<file path="config.mk">
export PLATFORM = sky130hd
export DESIGN_NAME = imu_frame_parser_crc16_unit
export DESIGN_NICKNAME = d
export VERILOG_FILES = /design/src/rtl/imufp_pkg.sv /design/src/rtl/imufp_frame.sv /design/src/rtl/imufp_emit.sv /design/src/rtl/imu_frame_parser_crc16_unit.sv
export SDC_FILE = /design/constraint.sdc
export NUM_CORES = 1
export LEC_CHECK = 0
export ABC_AREA = 1
export BUFFER_PORTS_ARGS = -buffer_cell sky130_fd_sc_hd__buf_4
export CAP_MARGIN = 20
export CELL_PAD_IN_SITES_DETAIL_PLACEMENT = 1
export CELL_PAD_IN_SITES_GLOBAL_PLACEMENT = 2
export CORE_AREA = 2 2 304 306
export CTS_BUF_LIST = sky130_fd_sc_hd__clkbuf_4 sky130_fd_sc_hd__clkbuf_8
export CTS_CLUSTER_DIAMETER = 150
export CTS_CLUSTER_SIZE = 40
export DETAILED_ROUTE_END_ITERATION = 10
export DIE_AREA = 0 0 306 308
export PLACE_DENSITY = 0.9
export REMOVE_ABC_BUFFERS = 1
export SLEW_MARGIN = 10
export SYNTH_ARGS = -nofsm -noshare
export SYNTH_HDL_FRONTEND = slang
export SYNTH_HIERARCHICAL = 1
export SYNTH_SLANG_ARGS = --single-unit
</file>
<file path="constraint.sdc">
create_clock -name clk -period 11.3 [get_ports clk]
set_input_delay 2.26 -clock clk [delete_from_list [all_inputs] [get_ports clk]]
set_output_delay 2.26 -clock clk [all_outputs]
set_load 0.01 [all_outputs]
</file>
<file path="src/rtl/imufp_pkg.sv">
// Types, constants and helper functions of the IMU frame parser.
package imufp_pkg;

  localparam int unsigned MAX_FRAME_BYTES = 255;
  localparam int unsigned NUM_FIELDS      = 6;

  localparam logic [7:0]  SYNC0 = 8'h5A;
  localparam logic [7:0]  SYNC1 = 8'hA5;
  localparam logic [15:0] CRC_POLY = 16'h1021;

  // Item tags
  localparam logic [7:0] TAG_USER_ID     = 8'h90;
  localparam logic [7:0] TAG_ACCEL       = 8'hA0;
  localparam logic [7:0] TAG_ACCEL_LIN   = 8'hA5;
  localparam logic [7:0] TAG_GYRO        = 8'hB0;
  localparam logic [7:0] TAG_MAG         = 8'hC0;
  localparam logic [7:0] TAG_EULER       = 8'hD0;
  localparam logic [7:0] TAG_EULER_FLOAT = 8'hD9;
  localparam logic [7:0] TAG_QUAT        = 8'hD1;
  localparam logic [7:0] TAG_PRESSURE    = 8'hF0;

  // Result status codes
  localparam logic [1:0] ST_OK        = 2'd0;
  localparam logic [1:0] ST_BAD_FRAME = 2'd1;
  localparam logic [1:0] ST_BAD_CRC   = 2'd2;

  // Configuration register indexes
  localparam logic REG_ROLL_OFFSET    = 1'b0;
  localparam logic REG_WRAP_THRESHOLD = 1'b1;

  localparam logic [15:0] ROLL_OFFSET_RST    = 16'd467;
  localparam logic [11:0] WRAP_THRESHOLD_RST = 12'd3300;

  // Field slots: gyro X, Y, Z, then pitch, roll, yaw
  localparam logic [2:0] F_RATE_X = 3'd0;
  localparam logic [2:0] F_RATE_Y = 3'd1;
  localparam logic [2:0] F_RATE_Z = 3'd2;
  localparam logic [2:0] F_PITCH  = 3'd3;
  localparam logic [2:0] F_ROLL   = 3'd4;
  localparam logic [2:0] F_YAW    = 3'd5;

  localparam logic signed [27:0] YAW_TURN_TENTHS = 28'sd3600;

  typedef struct packed {
    logic [1:0]  status;
    logic [15:0] rate_x;
    logic [15:0] rate_y;
    logic [15:0] rate_z;
    logic [15:0] pitch;
    logic [15:0] roll;
    logic [15:0] yaw;
  } frame_res_t;

  function automatic logic [4:0] item_length(input logic [7:0] tag);
    logic [4:0] n;
    case (tag)
      TAG_USER_ID:     n = 5'd1;
      TAG_ACCEL:       n = 5'd6;
      TAG_ACCEL_LIN:   n = 5'd6;
      TAG_GYRO:        n = 5'd6;
      TAG_MAG:         n = 5'd6;
      TAG_EULER:       n = 5'd6;
      TAG_EULER_FLOAT: n = 5'd12;
      TAG_QUAT:        n = 5'd16;
      TAG_PRESSURE:    n = 5'd4;
      default:         n = 5'd0;
    endcase
    return n;
  endfunction

  // One byte of CRC-16, MSB first
  function automatic logic [15:0] crc16_byte(input logic [15:0] c, input logic [7:0] b);
    logic [15:0] x;
    x = c ^ {b, 8'h00};
    for (int i = 0; i < 8; i++) begin
      if (x[15]) begin
        x = {x[14:0], 1'b0} ^ CRC_POLY;
      end else begin
        x = {x[14:0], 1'b0};
      end
    end
    return x;
  endfunction

endpackage

</file>
<file path="src/rtl/imufp_frame.sv">
// Frame tracker: header and length check, CRC, item parsing, shadow and commit registers.
module imufp_frame #(
  parameter int unsigned MAX_FRAME_BYTES = imufp_pkg::MAX_FRAME_BYTES
) (
  input  logic                   clk,
  input  logic                   rst_n,
  input  logic                   byte_valid,
  input  logic [7:0]             byte_data,
  input  logic                   byte_last,
  output logic                   res_valid,
  output imufp_pkg::frame_res_t  res
);

  localparam int unsigned PW = $clog2(MAX_FRAME_BYTES + 1);

  logic [PW-1:0] pos_r,  pos_nxt;
  logic [15:0]   crc_r,  crc_nxt;
  logic [15:0]   decl_r, decl_nxt;
  logic [15:0]   rcrc_r, rcrc_nxt;
  logic          hg_r,   hg_nxt;
  logic [7:0]    tag_r,  tag_nxt;
  logic [4:0]    left_r, left_nxt;
  logic          stop_r, stop_nxt;
  logic [7:0]    low_r,  low_nxt;
  logic [15:0]   shadow_r [imufp_pkg::NUM_FIELDS];
  logic [15:0]   shadow_nxt [imufp_pkg::NUM_FIELDS];
  logic [15:0]   commit_r [imufp_pkg::NUM_FIELDS];
  logic [15:0]   commit_nxt [imufp_pkg::NUM_FIELDS];

  logic [4:0]    item_len;
  logic [4:0]    k;
  logic [2:0]    idx;
  logic          good;
  logic [1:0]    status;

  always_comb begin
    pos_nxt  = pos_r;
    crc_nxt  = crc_r;
    decl_nxt = decl_r;
    rcrc_nxt = rcrc_r;
    hg_nxt   = hg_r;
    tag_nxt  = tag_r;
    left_nxt = left_r;
    stop_nxt = stop_r;
    low_nxt  = low_r;
    shadow_nxt = shadow_r;
    commit_nxt = commit_r;
    item_len = imufp_pkg::item_length(byte_data);
    k        = imufp_pkg::item_length(tag_r) - left_r;
    idx      = k[3:1] + ((tag_r == imufp_pkg::TAG_EULER) ? 3'd3 : 3'd0);
    good     = 1'b0;
    status   = imufp_pkg::ST_OK;

    if (byte_valid) begin
      if (pos_r >= PW'(MAX_FRAME_BYTES)) begin
        // overlong: drop the word, fail the frame
        hg_nxt = 1'b0;
      end else begin
        if (pos_r == PW'(0)) begin
          shadow_nxt = commit_r;
          if (byte_data != imufp_pkg::SYNC0) hg_nxt = 1'b0;
        end
        if (pos_r == PW'(1) && byte_data != imufp_pkg::SYNC1) hg_nxt = 1'b0;
        if (pos_r == PW'(2)) decl_nxt[7:0]  = byte_data;
        if (pos_r == PW'(3)) decl_nxt[15:8] = byte_data;
        if (pos_r == PW'(4)) rcrc_nxt[7:0]  = byte_data;
        if (pos_r == PW'(5)) rcrc_nxt[15:8] = byte_data;
        if (pos_r != PW'(4) && pos_r != PW'(5)) begin
          crc_nxt = imufp_pkg::crc16_byte(crc_r, byte_data);
        end
        if (pos_r >= PW'(6) && !stop_r) begin
          if (left_r == 5'd0) begin
            if (item_len == 5'd0) begin
              stop_nxt = 1'b1;
            end else begin
              tag_nxt  = byte_data;
              left_nxt = item_len;
            end
          end else begin
            if (tag_r == imufp_pkg::TAG_GYRO || tag_r == imufp_pkg::TAG_EULER) begin
              if (!k[0]) begin
                low_nxt = byte_data;
              end else if (idx < 3'(imufp_pkg::NUM_FIELDS)) begin
                shadow_nxt[idx] = {byte_data, low_r};
              end
            end
            left_nxt = left_r - 5'd1;
          end
        end
        pos_nxt = pos_r + PW'(1);
      end

      if (byte_last) begin
        good = hg_nxt && (pos_nxt >= PW'(8)) &&
               ({1'b0, decl_nxt} + 17'd6 == 17'(pos_nxt));
        if (!good) begin
          status = imufp_pkg::ST_BAD_FRAME;
        end else if (crc_nxt != rcrc_nxt) begin
          status = imufp_pkg::ST_BAD_CRC;
        end else begin
          status     = imufp_pkg::ST_OK;
          commit_nxt = shadow_nxt;
        end
        pos_nxt  = '0;
        crc_nxt  = '0;
        decl_nxt = '0;
        rcrc_nxt = '0;
        hg_nxt   = 1'b1;
        tag_nxt  = '0;
        left_nxt = '0;
        stop_nxt = 1'b0;
        low_nxt  = '0;
      end
    end
  end

  assign res_valid   = byte_valid && byte_last;
  assign res.status  = status;
  assign res.rate_x  = commit_nxt[imufp_pkg::F_RATE_X];
  assign res.rate_y  = commit_nxt[imufp_pkg::F_RATE_Y];
  assign res.rate_z  = commit_nxt[imufp_pkg::F_RATE_Z];
  assign res.pitch   = commit_nxt[imufp_pkg::F_PITCH];
  assign res.roll    = commit_nxt[imufp_pkg::F_ROLL];
  assign res.yaw     = commit_nxt[imufp_pkg::F_YAW];

  always_ff @(posedge clk) begin
    if (!rst_n) begin
      pos_r  <= '0;
      crc_r  <= '0;
      decl_r <= '0;
      rcrc_r <= '0;
      hg_r   <= 1'b1;
      tag_r  <= '0;
      left_r <= '0;
      stop_r <= 1'b0;
      low_r  <= '0;
      for (int i = 0; i < imufp_pkg::NUM_FIELDS; i++) begin
        shadow_r[i] <= '0;
        commit_r[i] <= '0;
      end
    end else begin
      pos_r    <= pos_nxt;
      crc_r    <= crc_nxt;
      decl_r   <= decl_nxt;
      rcrc_r   <= rcrc_nxt;
      hg_r     <= hg_nxt;
      tag_r    <= tag_nxt;
      left_r   <= left_nxt;
      stop_r   <= stop_nxt;
      low_r    <= low_nxt;
      shadow_r <= shadow_nxt;
      commit_r <= commit_nxt;
    end
  end

endmodule

</file>
<file path="src/rtl/imufp_emit.sv">
// Result stage: holding register, yaw unwrapping, sign flips, roll offset and output register.
module imufp_emit (
  input  logic                  clk,
  input  logic                  rst_n,
  input  logic                  res_valid,
  input  imufp_pkg::frame_res_t res,
  output logic                  res_ready,
  input  logic [15:0]           roll_offset,
  input  logic [11:0]           wrap_threshold,
  output logic                  out_valid,
  input  logic                  out_ready,
  output logic [1:0]            out_status,
  output logic signed [16:0]    out_yaw_rate,
  output logic signed [16:0]    out_pitch_rate,
  output logic signed [16:0]    out_roll_rate,
  output logic signed [27:0]    out_yaw_att,
  output logic signed [15:0]    out_pitch_att,
  output logic signed [16:0]    out_roll_att
);

  logic                  hold_valid_r;
  imufp_pkg::frame_res_t hold_r;

  logic                  out_valid_r;
  logic [1:0]            status_r;
  logic signed [16:0]    yaw_rate_r, pitch_rate_r, roll_rate_r, roll_att_r;
  logic signed [27:0]    yaw_att_r;
  logic signed [15:0]    pitch_att_r;

  logic signed [16:0]    prev_yaw_r;
  logic signed [15:0]    turns_r, turns_nxt;

  logic                  out_load;
  logic signed [16:0]    yaw_neg;
  logic signed [17:0]    delta;
  logic signed [17:0]    thr;
  logic signed [27:0]    turns_ext;
  logic signed [27:0]    yaw_att_nxt;

  assign out_load  = hold_valid_r && (!out_valid_r || out_ready);
  assign res_ready = !hold_valid_r || out_load;

  always_comb begin
    yaw_neg   = 17'sd0 - {hold_r.yaw[15], hold_r.yaw};
    delta     = {yaw_neg[16], yaw_neg} - {prev_yaw_r[16], prev_yaw_r};
    thr       = {6'b0, wrap_threshold};
    turns_nxt = turns_r;
    if (delta >= thr) begin
      if (turns_r != 16'sh8000) turns_nxt = turns_r - 16'sd1;
    end else if (delta <= -thr) begin
      if (turns_r != 16'sh7FFF) turns_nxt = turns_r + 16'sd1;
    end
    turns_ext   = {{12{turns_nxt[15]}}, turns_nxt};
    yaw_att_nxt = {{11{yaw_neg[16]}}, yaw_neg} + turns_ext * imufp_pkg::YAW_TURN_TENTHS;
  end

  always_ff @(posedge clk) begin
    if (!rst_n) begin
      hold_valid_r <= 1'b0;
      out_valid_r  <= 1'b0;
      prev_yaw_r   <= '0;
      turns_r      <= '0;
    end else begin
      if (res_ready) hold_valid_r <= res_valid;
      if (out_load) begin
        out_valid_r <= 1'b1;
        prev_yaw_r  <= yaw_neg;
        turns_r     <= turns_nxt;
      end else if (out_ready) begin
        out_valid_r <= 1'b0;
      end
    end
  end

  always_ff @(posedge clk) begin
    if (res_ready && res_valid) hold_r <= res;
    if (out_load) begin
      status_r     <= hold_r.status;
      yaw_rate_r   <= 17'sd0 - {hold_r.rate_z[15], hold_r.rate_z};
      pitch_rate_r <= 17'sd0 - {hold_r.rate_y[15], hold_r.rate_y};
      roll_rate_r  <= 17'sd0 - {hold_r.rate_x[15], hold_r.rate_x};
      yaw_att_r    <= yaw_att_nxt;
      pitch_att_r  <= hold_r.pitch;
      roll_att_r   <= {hold_r.roll[15], hold_r.roll} + {roll_offset[15], roll_offset};
    end
  end

  assign out_valid      = out_valid_r;
  assign out_status     = status_r;
  assign out_yaw_rate   = yaw_rate_r;
  assign out_pitch_rate = pitch_rate_r;
  assign out_roll_rate  = roll_rate_r;
  assign out_yaw_att    = yaw_att_r;
  assign out_pitch_att  = pitch_att_r;
  assign out_roll_att   = roll_att_r;

endmodule

</file>
<file path="src/rtl/imu_frame_parser_crc16_unit.sv">
// Words pass the input register, frame tracker, holding and output registers; these overlap.
// Throughput: one word per cycle, unless a frame's last word waits for result-stage room.
// Only the last word of a frame yields a result; the result stage holds one and outputs one.
// Reset (rst_n low, synchronous) clears frame state, shadow and committed fields, yaw turns,
// and loads roll_offset 467 and wrap_threshold 3300; no clearing pass is needed.
module imu_frame_parser_crc16_unit #(
  parameter int unsigned MAX_FRAME_BYTES = imufp_pkg::MAX_FRAME_BYTES
) (
  input  logic                clk,
  input  logic                rst_n,
  input  logic                in_valid,
  output logic                in_ready,
  input  logic [7:0]          in_data_byte,
  input  logic                in_last_byte,
  output logic                out_valid,
  input  logic                out_ready,
  output logic [1:0]          out_status,
  output logic signed [16:0]  out_yaw_rate,
  output logic signed [16:0]  out_pitch_rate,
  output logic signed [16:0]  out_roll_rate,
  output logic signed [27:0]  out_yaw_att,
  output logic signed [15:0]  out_pitch_att,
  output logic signed [16:0]  out_roll_att,
  input  logic                cfg_valid,
  output logic                cfg_ready,
  input  logic                cfg_index,
  input  logic [15:0]         cfg_data
);

  logic        s1_valid_r;
  logic [7:0]  s1_data_r;
  logic        s1_last_r;
  logic        s1_fire;

  logic [15:0] roll_offset_r;
  logic [11:0] wrap_threshold_r;

  logic                  res_valid;
  logic                  res_ready;
  imufp_pkg::frame_res_t res;

  // a word that ends a frame waits until the result stage has room
  assign s1_fire   = s1_valid_r && (!s1_last_r || res_ready);
  assign in_ready  = !s1_valid_r || s1_fire;
  assign cfg_ready = 1'b1;

  always_ff @(posedge clk) begin
    if (!rst_n) begin
      s1_valid_r       <= 1'b0;
      roll_offset_r    <= imufp_pkg::ROLL_OFFSET_RST;
      wrap_threshold_r <= imufp_pkg::WRAP_THRESHOLD_RST;
    end else begin
      if (in_ready) s1_valid_r <= in_valid;
      if (cfg_valid && cfg_ready) begin
        case (cfg_index)
          imufp_pkg::REG_ROLL_OFFSET:    roll_offset_r    <= cfg_data;
          imufp_pkg::REG_WRAP_THRESHOLD: wrap_threshold_r <= cfg_data[11:0];
          default: ;
        endcase
      end
    end
  end

  always_ff @(posedge clk) begin
    if (in_ready && in_valid) begin
      s1_data_r <= in_data_byte;
      s1_last_r <= in_last_byte;
    end
  end

  imufp_frame #(
    .MAX_FRAME_BYTES (MAX_FRAME_BYTES)
  ) u_frame (
    .clk        (clk),
    .rst_n      (rst_n),
    .byte_valid (s1_fire),
    .byte_data  (s1_data_r),
    .byte_last  (s1_last_r),
    .res_valid  (res_valid),
    .res        (res)
  );

  imufp_emit u_emit (
    .clk            (clk),
    .rst_n          (rst_n),
    .res_valid      (res_valid),
    .res            (res),
    .res_ready      (res_ready),
    .roll_offset    (roll_offset_r),
    .wrap_threshold (wrap_threshold_r),
    .out_valid      (out_valid),
    .out_ready      (out_ready),
    .out_status     (out_status),
    .out_yaw_rate   (out_yaw_rate),
    .out_pitch_rate (out_pitch_rate),
    .out_roll_rate  (out_roll_rate),
    .out_yaw_att    (out_yaw_att),
    .out_pitch_att  (out_pitch_att),
    .out_roll_att   (out_roll_att)
  );

endmodule

</file>
==> metrics.md, run 1 <==
| Metric | Value |
|---|---|
| Via/cell ratio | slightly above 5 |
| Drt drc | 0 |
| Status | finished, final reports clean |
| Slew margin rel. | 27.4% |
| Slowest CP cell | fa_1 |
| I/O pin count | 148 |
| Worst setup EP type | flip-flop |
| Nets | 4963 |
| EDFF count, synth | 221 |
| First-pass GRT wire length | 172000 um |
| Dpl hpwl | 72500 um |
| Post-route ant nets | 0 |
| Max stage delay on crit path | 500 ps |
| Wirelength, routed | 107000 um |
| #FFs+latches synth | 556 |
| Share of cells above drive strength 1 | 7.25% |
| Remaining global-route overflow | 0 |
| P_leak | 17.7 nW |
| Skew final | 57.3 ps |
| Post-synthesis cell area | 0.0343 sq mm |
| Die X | 306 um |
| Global Route Usage Sum | 22.5% |
| Routability congestion estimate from global placement | around 0.86 |
| Worst slew pin tran | 1090 ps |
| PwrDens | 253 mW/mm^2 |
| Synthesized netlist cell count | 4755 |
| Cell Rows | approximately 110 |
| Worst EP required | 11740 ps |
| Fill count | 11.5k |
| WL/cell | 18.1 um |
| M1 WL | 47000 um |
| Max Clock Freq | 0.0990 GHz |
| Synth Flop Type | dfxtp_1 |
| TritonCTS clock tree | built |
| Clock sinks | 556 |
| CP arrival | 10540 ps |
| Post-CTS Hold Buffers | 0 |
| Max-slew violation count | 0 |
| Initial antenna violation count | 1 |
| CP Launch Type | flip-flop |
| Hold/Removal Path Class | flip-flop to flip-flop |
| Power, Total | 0.00930 W |
| Seq/Total Area, Yosys | 38.9% |
| Worst skew pair latency | approximately 720 ps |
| Routed length on met2 | 55200 um |
| Die height | roughly 300 um |
| Clk root buf | clkbuf_8 |
| Fin crit share | 89.4% |
| Design area | 0.0367 sq mm |
| IO Port Bufs | about 150 |
| Num CTS Buffers | 19 |
| Clock tree buffer depth | 3 |
| Asr flop ratio synth | 0% |
| Largest net degree at the start of global routing | between 90 and 100 |
| Area growth syn-to-layout | 7.13% |
| Clk pin slew, worst setup/hold paths | around 250 ps |
| Die area | 0.0942 sq mm |
| Syn Area/Cell | 7.21 sq um |
| Placed instance count | 5905 |
| Initial detailed-routing violation count | 1472 |
| Setup violators final | 0 |
| Synth warnings | 6 |
| Finished Layout Cells | 5944 |
| Fin Hold WS | about 450 ps |
| Core Area | 0.0910 sq mm |
| Max-cap violation count | 0 |
| DRT Pass-1 Iters | 8 |
| Final hold vios | 0 |
| Tmin final | between 10000 and 15000 ps |
| Crit Path Category | flip-flop to flip-flop |
| Post-synth cell types | 60 |
| Initial cell density of the core | between 30% and 40% |
| Met3 routed WL | 2720 um |
| H-tree Lvls | 1 |
| Max Used Layer | met4 |
| Max rail drop VDD | 0.388 mV |
| Detailed-route via count | 30.6k |
| CP max FO | 16 |
| Placed cell areas | 0.0362 sq mm |
| Vias in the first global route | about 32k |
| RSZ-0062 raised after global routing | false |
[final timing paths]
check	slack (ps)	cells after the start	startpoint	end
max	1200	56	u_emit/hold_r[0]	u_emit/out_yaw_att[26]
min	450	0	u_emit/hold_r[96]	u_emit/out_status[0]
max reg2reg	1200	56	u_emit/hold_r[0]	u_emit/out_yaw_att[26]
min reg2reg	450	0	u_emit/hold_r[96]	u_emit/out_status[0]
[where the power goes]
group / internal (W) / leakage (nW) / switching, W
Clock: 0.000208 / 0.223 / 0.000678
Sequential: 0.00233 / 5.06 / 0.0000418
Combinational: 0.00212 / 12.4 / 0.00392
Total: 0.00466 / 17.7 / 0.00464
[critical path: cells and delay by family (launching register included)]
kind	cells	cell delay (ps)
fa+ha+maj	8	2720
buf+inv	9	680
flops	1	450
xor+xnor	4	720
simple gates	26	3620
compound gates	9	1570
[routing by layer]
metal / global-route usage [%] / up-vias
met4: 5.37 / 0
met2: 42.6 / 391
met3: 1.27 / 123
met1: 27.7 / 14900
met5: 0 / -
li1: - / 15200
[layout make-up]
type                            instances  area, sq um  area share (%)
Sequential cell                       556        13300            36.3
Multi-Input combinational cell       3389        17800            48.4
Antenna cell                            1         2.50         0.00681
Timing Repair Buffer                  188         1440            3.92
Clock inverter                          5          108           0.293
Inverter                              591         2240            6.10
Clock buffer                           28          329           0.896
Tap cell                             1186         1480            4.04
[synthesized netlist by cell type, types with 6 or more instances]
cell      instances  share of area [%]
buf_6            12               0.39
nand2_4           8               0.26
inv_2            14               0.15
nand4_1         121                2.2
buf_1            18               0.20
dfxtp_1         335                 20
nand3_1         252                3.7
nor3_1           48               0.70
inv_1           571                6.3
o21bai_1          8               0.18
clkbuf_1        146                1.6
a21o_1            6               0.13
nor2_4           11               0.36
xor2_1          134                3.4
or2_2            11               0.20
xnor2_1          46                1.2
o21ai_2          14               0.36
buf_2            30               0.44
a21oi_1         298                4.3
nor3_2           10               0.29
nor2_1          322                3.5
nand2_1        1543                 17
nand3b_1          6               0.13
a211oi_1          7               0.15
buf_4            12               0.26
ha_1            157                5.7
nor4_1           12               0.22
o21ai_1          20               0.29
nand2_2          20               0.36
o211ai_1          8               0.18
o21ai_0         188                2.7
fa_1             30                1.8
o22ai_1          67                1.2
edfxtp_1        221                 19
[cell usage in the layout, fill, tap and decap left out, drive strengths merged, types with 2 or more instances in the layout]
master,count
nor2,339
o21ai,222
nor3b,5
nand2,1572
clkbuf,28
or2,11
nand3b,6
buf,188
edfxtp,221
ha,157
o21a,2
o211ai,9
a21oi,300
fa,30
o21bai,8
xnor2,46
and2,2
a31oi,5
nor3,58
inv,589
nand3,256
o22ai,67
nand4,122
a21o,6
nor4,12
xor2,135
dfxtp,335
a211oi,7
clkinv,6
a21boi,4
[flip-flops by register name, summed over array words and instances (netlist names), 12 cells and up]
register,flops
roll_offset_r,16
u_emit/hold_r,98
u_emit/out_pitch_att,16
u_emit/out_pitch_rate,17
u_emit/out_roll_att,17
u_emit/out_roll_rate,17
u_emit/out_yaw_att,28
u_emit/out_yaw_rate,17
u_emit/prev_yaw_r,17
u_emit/turns_r,16
u_frame/commit_r,96
u_frame/crc_r,16
u_frame/decl_r,16
u_frame/rcrc_r,16
u_frame/shadow_r,96
wrap_threshold_r,12
[logic make-up after synthesis]
family          count (synthesis)  synth area share, %
flops                         556                 38.9
other cells                     1               0.0109
simple gates                 2385                 29.5
xor+xnor                      181                 4.68
buf+inv                       810                 9.43
fa+ha+maj                     187                 7.48
compound gates                635                 10.0
[stage by stage]
stage	setup TNS, ps	worst slack (ps)	utilization, %
detailed placement	0	616	39.8
global placement	0	881	39.8
finish	0	1200	40.4
global route	0	52.8	40.4
CTS	0	470	40.3
floorplan	-1047550	-5730	-
[what timing repair did]
action	4_1_cts	5_1_grt
resized for setup	0	8
hold endpoints to repair	0	0
setup endpoints to repair	0	5
buffers inserted	0	4
Note: power is estimated with default switching activity, not from simulation.
==> run 2: changes to the inputs <==
CORE_AREA = 2 2 308 310   (was 2 2 304 306)
CTS_BUF_LIST = sky130_fd_sc_hd__clkbuf_16   (was sky130_fd_sc_hd__clkbuf_4 sky130_fd_sc_hd__clkbuf_8)
DIE_AREA = 0 0 310 312   (was 0 0 306 308)
PLACE_DENSITY = 0.88   (was 0.9)
==> run 2 against run 1 <==
- maximum frequency decreased by 1.2%
- cell area increased by 0.49%
- worst hold slack got worse by 8.6 ps
- highest routed layer unchanged
- largest power group unchanged
==> metrics.md, run 2 (synthesized netlist as in run 1, its figures left out) <==
| Metric | Value |
|---|---|
| Post-route ant nets | 0 (unchanged) |
| Power, Total | 0.00943 W (+1.4%) |
| Clock power share | 10.9% (+1.4 points) |
| Largest net degree at the start of global routing | 91 (-1.1%) |
| Initial antenna violation count | 1 (unchanged) |
| Gr busiest metal | met2 |
| Commonest non-fill, non-tap cells in the layout | 1540 x nand2_1, 578 x inv_1, 335 x dfxtp_1 |
| Crit Path Category | flip-flop to flip-flop |
| Initial detailed-routing violation count | 1668 (+13%) |
| M3 GR Usage | 1.56% (+0.29 points) |
| CP arrival | 10610 ps (+70 ps) |
| Cell Rows | 112 (+0.90%) |
| Max-slew violation count | 0 (unchanged) |
| Core Area | 0.0930 sq mm (+2.3%) |
| Slew margin rel. | 26.0% (-1.5 points) |
| I/O pin count | 148 (unchanged) |
| Tmin final | 10220 ps (+124 ps) |
| Nets | 4958 (-0.10%) |
| Wirelength, routed | 109000 um (+1.6%) |
| Max-cap violation count | 0 (unchanged) |
| Clk root buf | clkbuf_16 |
| Flop pwr share | 25.1% (-0.4 points) |
| Initial cell density of the core | 36.9% (-0.84 points) |
| Setup violators final | 0 (unchanged) |
| Clock sinks | 556 (unchanged) |
| Sw power | 0.00465 W (+0.11%) |
| P_leak | 17.7 nW (+0.38%) |
| Area growth syn-to-layout | 7.66% |
| Worst EP required | 11680 ps (-60 ps) |
| Via/cell ratio | 5.11 (-0.75%) |
| Status | finished, final reports clean |
| Worst setup EP type | flip-flop |
| Hold/Removal Path Class | flip-flop to flip-flop |
| Drt drc | 0 (unchanged) |
| M1 GR Usage | 28.3% (+0.57 points) |
| N_diodes | 0 (-1) |
| Fin Hold WS | 439 ps (-8.56 ps) |
| M2 GR Usage | 41.4% (-1.2 points) |
| Dpl hpwl | 72900 um (+0.62%) |
| Max rail drop VDD | 0.421 mV (+8.5%) |
| Finished Layout Cells | 6007 (+1.1%) |
| Die area | 0.0967 sq mm (+2.6%) |
| Top flop regs | u_emit/hold_r: 98 flops, u_frame/commit_r: 96 flops, u_frame/shadow_r: 96 flops |
| Share of cells above drive strength 1 | 6.94% (-0.31 points) |
| RSZ-0062 raised after global routing | false |
| Max Clock Freq | 0.0978 GHz (-1.2%) |
| Clock tree buffer depth | 3 (unchanged) |
| H-tree Lvls | 1 (unchanged) |
| Worst skew pair latency | 650 ps (-70 ps) |
| CP max FO | 22 (+6) |
| CP Launch Type | flip-flop |
| Max stage delay on crit path | 500 ps (about the same) |
| Slowest CP cell | fa_1 |
| DRT Pass-1 Iters | 5 (-3) |
| Num CTS Buffers | 19 (unchanged) |
| Commonest non-fill, non-tap cell in the layout | nand2_1 |
| Largest register by flop count | u_emit/hold_r |
| Clk pin slew, worst setup/hold paths | 150 ps (-100 ps) |
| Die height | 312 um (+1.3%) |
| WL/cell | 18.1 um (+0.49%) |
| First-pass GRT wire length | 175000 um (+2.2%) |
| IO Port Bufs | 146 (unchanged) |
| Worst slew pin tran | 1110 ps (+23.0 ps) |
| Final hold vios | 0 (unchanged) |
| Skew final | 76.1 ps (+18.8 ps) |
| Placed instance count | 5972 (+1.1%) |
| Routability congestion estimate from global placement | 0.857 (about the same) |
| Vias in the first global route | 32.0k (+1.1%) |
| Remaining global-route overflow | 0 (unchanged) |
| Die X | 310 um (+1.3%) |
| Int Power | 0.00478 W (+2.6%) |
| Fin crit share | 90.5% (+1.1 points) |
| PwrDens | 256 mW/mm^2 (+0.87%) |
| Detailed-route via count | 30.7k (+0.30%) |
| Combinational Power Share | 63.9% (-1.1 points) |
| Worst path most repeated cell | nand2_1 |
| Max reg flops | 98 (unchanged) |
| Sw frac | 49.3% (-0.62 points) |
| Global Route Usage Sum | 22.5% (about the same) |
| TritonCTS clock tree | built |
==> run 2: path summary, 6_finish.rpt <==
| check | start | endpoint | slack [ps] | cells past startpoint |
|---|---|---|---|---|
| worst max-delay path | u_emit/hold_r[0] | u_emit/out_yaw_att[27] | 1080 | 58 |
| worst min register to register | u_emit/hold_r[34] | u_emit/out_pitch_att[2] | 440 | 0 |
| worst max register to register | u_emit/hold_r[0] | u_emit/out_yaw_att[27] | 1080 | 58 |
| worst min-delay path | u_emit/hold_r[34] | u_emit/out_pitch_att[2] | 440 | 0 |
==> run 2: per-layer routing <==
| layer | routed length [um] | vias up |
|---|---|---|
| li1 | - | 15200 |
| met1 | 48300 | 14900 |
| met2 | 55100 | 435 |
| met3 | 3040 | 124 |
| met4 | 2530 | 0 |
| met5 | 0 | - |
==> run 2: repair_timing <==
action,in CTS,in global routing
setup endpoints to repair,0,9
buffers inserted,0,1
hold buffers,0,0
resized for setup,0,7
==> run 2: power groups by stage <==
stage                     registers, W  clock network [W]  logic [W]
after CTS                      0.00237            0.00108    0.00607
after global routing           0.00238            0.00114    0.00685
final                          0.00237            0.00103    0.00603
after global placement         0.00242                  0    0.00587
after floorplan                0.00242                  0    0.00435
after detailed placement       0.00242                  0    0.00604
==> run 2: stage by stage <==
stage | util [%] | setup WS (ps) | area, sq um | TNS [ps]
finish | 39.7 | 1080 | 36900 | 0
global route | 39.7 | 5.11 | 36900 | 0
CTS | 39.6 | 295 | 36900 | 0
detailed placement | 39.0 | 381 | 36300 | 0
global placement | 39.0 | 808 | 36300 | 0
floorplan | - | -5730 | 33300 | -1047550
==> run 2: layout make-up <==
cell class / count / area (sq um)
clock inverter: 15 / 144
clock buffer: 19 / 475
timing repair buffer: 183 / 1370
inverter: 591 / 2240
multi-input combinational: 3389 / 17800
fill: 11800 / 56100
tap: 1254 / 1570
sequential: 556 / 13300
==> run 2: worst max-delay path, delay by kind of cell (launching register included) <==
| family | cells | cell delay, ps |
|---|---|---|
| xor+xnor | 3 | 600 |
| simple gates | 30 | 4340 |
| flops | 1 | 410 |
| compound gates | 8 | 1210 |
| buf+inv | 9 | 590 |
| fa+ha+maj | 8 | 2850 |
==> run 3: changes to the inputs <==
MAX_ROUTING_LAYER = met4   (was unset)
==> run 3 against run 2 <==
- sequential share of layout area unchanged
- critical path depth unchanged
- first-iteration DRC count decreased by 2.9%
- global-route usage grew 0.69 points
- non-clock buffer count unchanged
- highest routed layer unchanged
==> metrics.md, run 3 (synthesized netlist as in run 1, its figures left out) <==
| Metric | Value |
|---|---|
| Status | finished, final reports clean |
| Hold/Removal Path Class | flip-flop to flip-flop |
| Tmin final | 10230 ps (+2.82 ps) |
| Critical path's top delay family | simple AND/OR/NAND/NOR gates |
| Die height | 312 um (unchanged) |
| Core Area | 0.0930 sq mm (unchanged) |
| Register area | 0.0133 sq mm (unchanged) |
| Max stage delay on crit path | 500 ps (about the same) |
| Slowest CP cell | fa_1 |
| Max-cap violation count | 0 (unchanged) |
| Global Route Usage Sum | 23.2% (+0.69 points) |
| WL/cell | 18.2 um (about the same) |
| Largest net degree at the start of global routing | 91 (unchanged) |
| Dpl hpwl | 72900 um (unchanged) |
| CP arrival | 10610 ps (about the same) |
| Clk pin slew, worst setup/hold paths | 150 ps (about the same) |
| First-pass GRT wire length | 175000 um (unchanged) |
| Crit Path Category | flip-flop to flip-flop |
| Final hold vios | 0 (unchanged) |
| Initial detailed-routing violation count | 1619 (-2.9%) |
| Clock tree buffer depth | 3 (unchanged) |
| Detailed-route via count | 30.6k (-0.26%) |
| Slew margin rel. | 26.4% (+0.43 points) |
| Commonest non-fill, non-tap cells in the layout | 1540 x nand2_1, 578 x inv_1, 335 x dfxtp_1 |
| Drt drc | 0 (unchanged) |
| Setup TNS | 0 ps (unchanged) |
| Via/cell ratio | 5.10 (-0.26%) |
| Max-slew violation count | 0 (unchanged) |
| Cell Rows | 112 (unchanged) |
| Design area | 0.0369 sq mm (unchanged) |
| Max Clock Freq | 0.0978 GHz (about the same) |
| Share of cells above drive strength 1 | 6.94% (unchanged) |
| CP Launch Type | flip-flop |
| N_diodes | 0 (unchanged) |
| Max rail drop VDD | 0.424 mV (+0.91%) |
| Post-route ant nets | 0 (unchanged) |
| Routability congestion estimate from global placement | 0.871 (+1.6%) |
| Remaining global-route overflow | 0 (unchanged) |
| P_leak | 17.7 nW (unchanged) |
| Fill count | 11.8k (unchanged) |
| Initial cell density of the core | 36.9% (unchanged) |
| Fin crit share | 90.5% (about the same) |
| Vias in the first global route | 32.0k (-0.012%) |
| Die area | 0.0967 sq mm (unchanged) |
| I/O pin count | 148 (unchanged) |
| Commonest non-fill, non-tap cell in the layout | nand2_1 |
| Wirelength, routed | 109000 um (about the same) |
| Setup violators final | 0 (unchanged) |
| Buf+Inv Stages, Crit Path | 9 (unchanged) |
| Initial antenna violation count | 1 (unchanged) |
| Worst setup EP type | flip-flop |
| CP max FO | 22 (unchanged) |
| Post-CTS Hold Buffers | 0 (unchanged) |
| Die X | 310 um (unchanged) |
| Largest register by flop count | u_emit/hold_r |
| Placed cell areas | 0.0363 sq mm (unchanged) |
| Clk root buf | clkbuf_16 |
| Nets | 4958 (unchanged) |
| H-tree Lvls | 1 (unchanged) |
| Fin Hold WS | 439 ps (+0.156 ps) |
| Clock sinks | 556 (unchanged) |
| RSZ-0062 raised after global routing | false |
| Worst path most repeated cell | nand2_1 |
| Top flop regs | u_emit/hold_r: 98 flops, u_frame/commit_r: 96 flops, u_frame/shadow_r: 96 flops |
| Worst EP required | 11680 ps (about the same) |
| IO Port Bufs | 146 (unchanged) |
| PwrDens | 255 mW/mm^2 (about the same) |
| Num CTS Buffers | 19 (unchanged) |
| Final core occ | 39.7% (unchanged) |
| Skew final | 76.7 ps (+0.644 ps) |
| Worst slew pin tran | 1100 ps (-6.51 ps) |
| TritonCTS clock tree | built |
| Worst skew pair latency | 640 ps (about the same) |
| Area of the multi-input gates | 0.0178 sq mm (unchanged) |
| DRT Pass-1 Iters | 5 (unchanged) |
| Area growth syn-to-layout | 7.66% (unchanged) |
| Max reg flops | 98 (unchanged) |
[run 3: cell counts in the layout (fill, tap and decap cells not counted)]
Identical to the previous run, type by type.
[run 3: final cells by class]
cell class              instances  area share, %
multi-input cells            3389           48.1
flip-flops and latches        556           36.1
inverters                     591           6.07
well taps                    1254           4.25
repair buffers                183           3.72
clock buffers                  19           1.29
clock inverters                15          0.390
[run 3: through the flow]
stage	power (W)	worst slack, ps	std cells
after floorplan	0.00677	-5730	4536
after global placement	0.00828	808	5972
after detailed placement	0.00846	381	5972
after CTS	0.00952	295	6006
after global routing	0.0104	3.92	6007
final	0.00943	1070	6007
[run 3: metal layers]
layer	GRT usage (%)	vias to the layer above	share of wire [%]
li1	-	15200	-
met1	28.3	14900	45
met2	41.4	382	50
met3	1.49	119	2.5
met4	5.49	0	2.3
met5	-	-	0
[run 3: timing repair]
| item | 4_1_cts | 5_1_grt |
|---|---|---|
| endpoints found under the setup margin | 0 | 9 |
| gates resized for setup | 0 | 7 |
| buffers inserted | 0 | 1 |
[run 3: path summary, 6_finish.rpt]
check / cells past startpoint / to / slack (ps) / from
hold / removal: 0 / u_emit/out_pitch_att[2] / 440 / u_emit/hold_r[34]
hold reg to reg: 0 / u_emit/out_pitch_att[2] / 440 / u_emit/hold_r[34]
setup / recovery: 58 / u_emit/out_yaw_att[27] / 1070 / u_emit/hold_r[0]
setup reg to reg: 58 / u_emit/out_yaw_att[27] / 1070 / u_emit/hold_r[0]
[run 3: power breakdown]
part           switching (W)  internal (W)
Sequential         0.0000413       0.00233
Clock               0.000698      0.000333
Combinational        0.00391       0.00212
Total                0.00465       0.00478
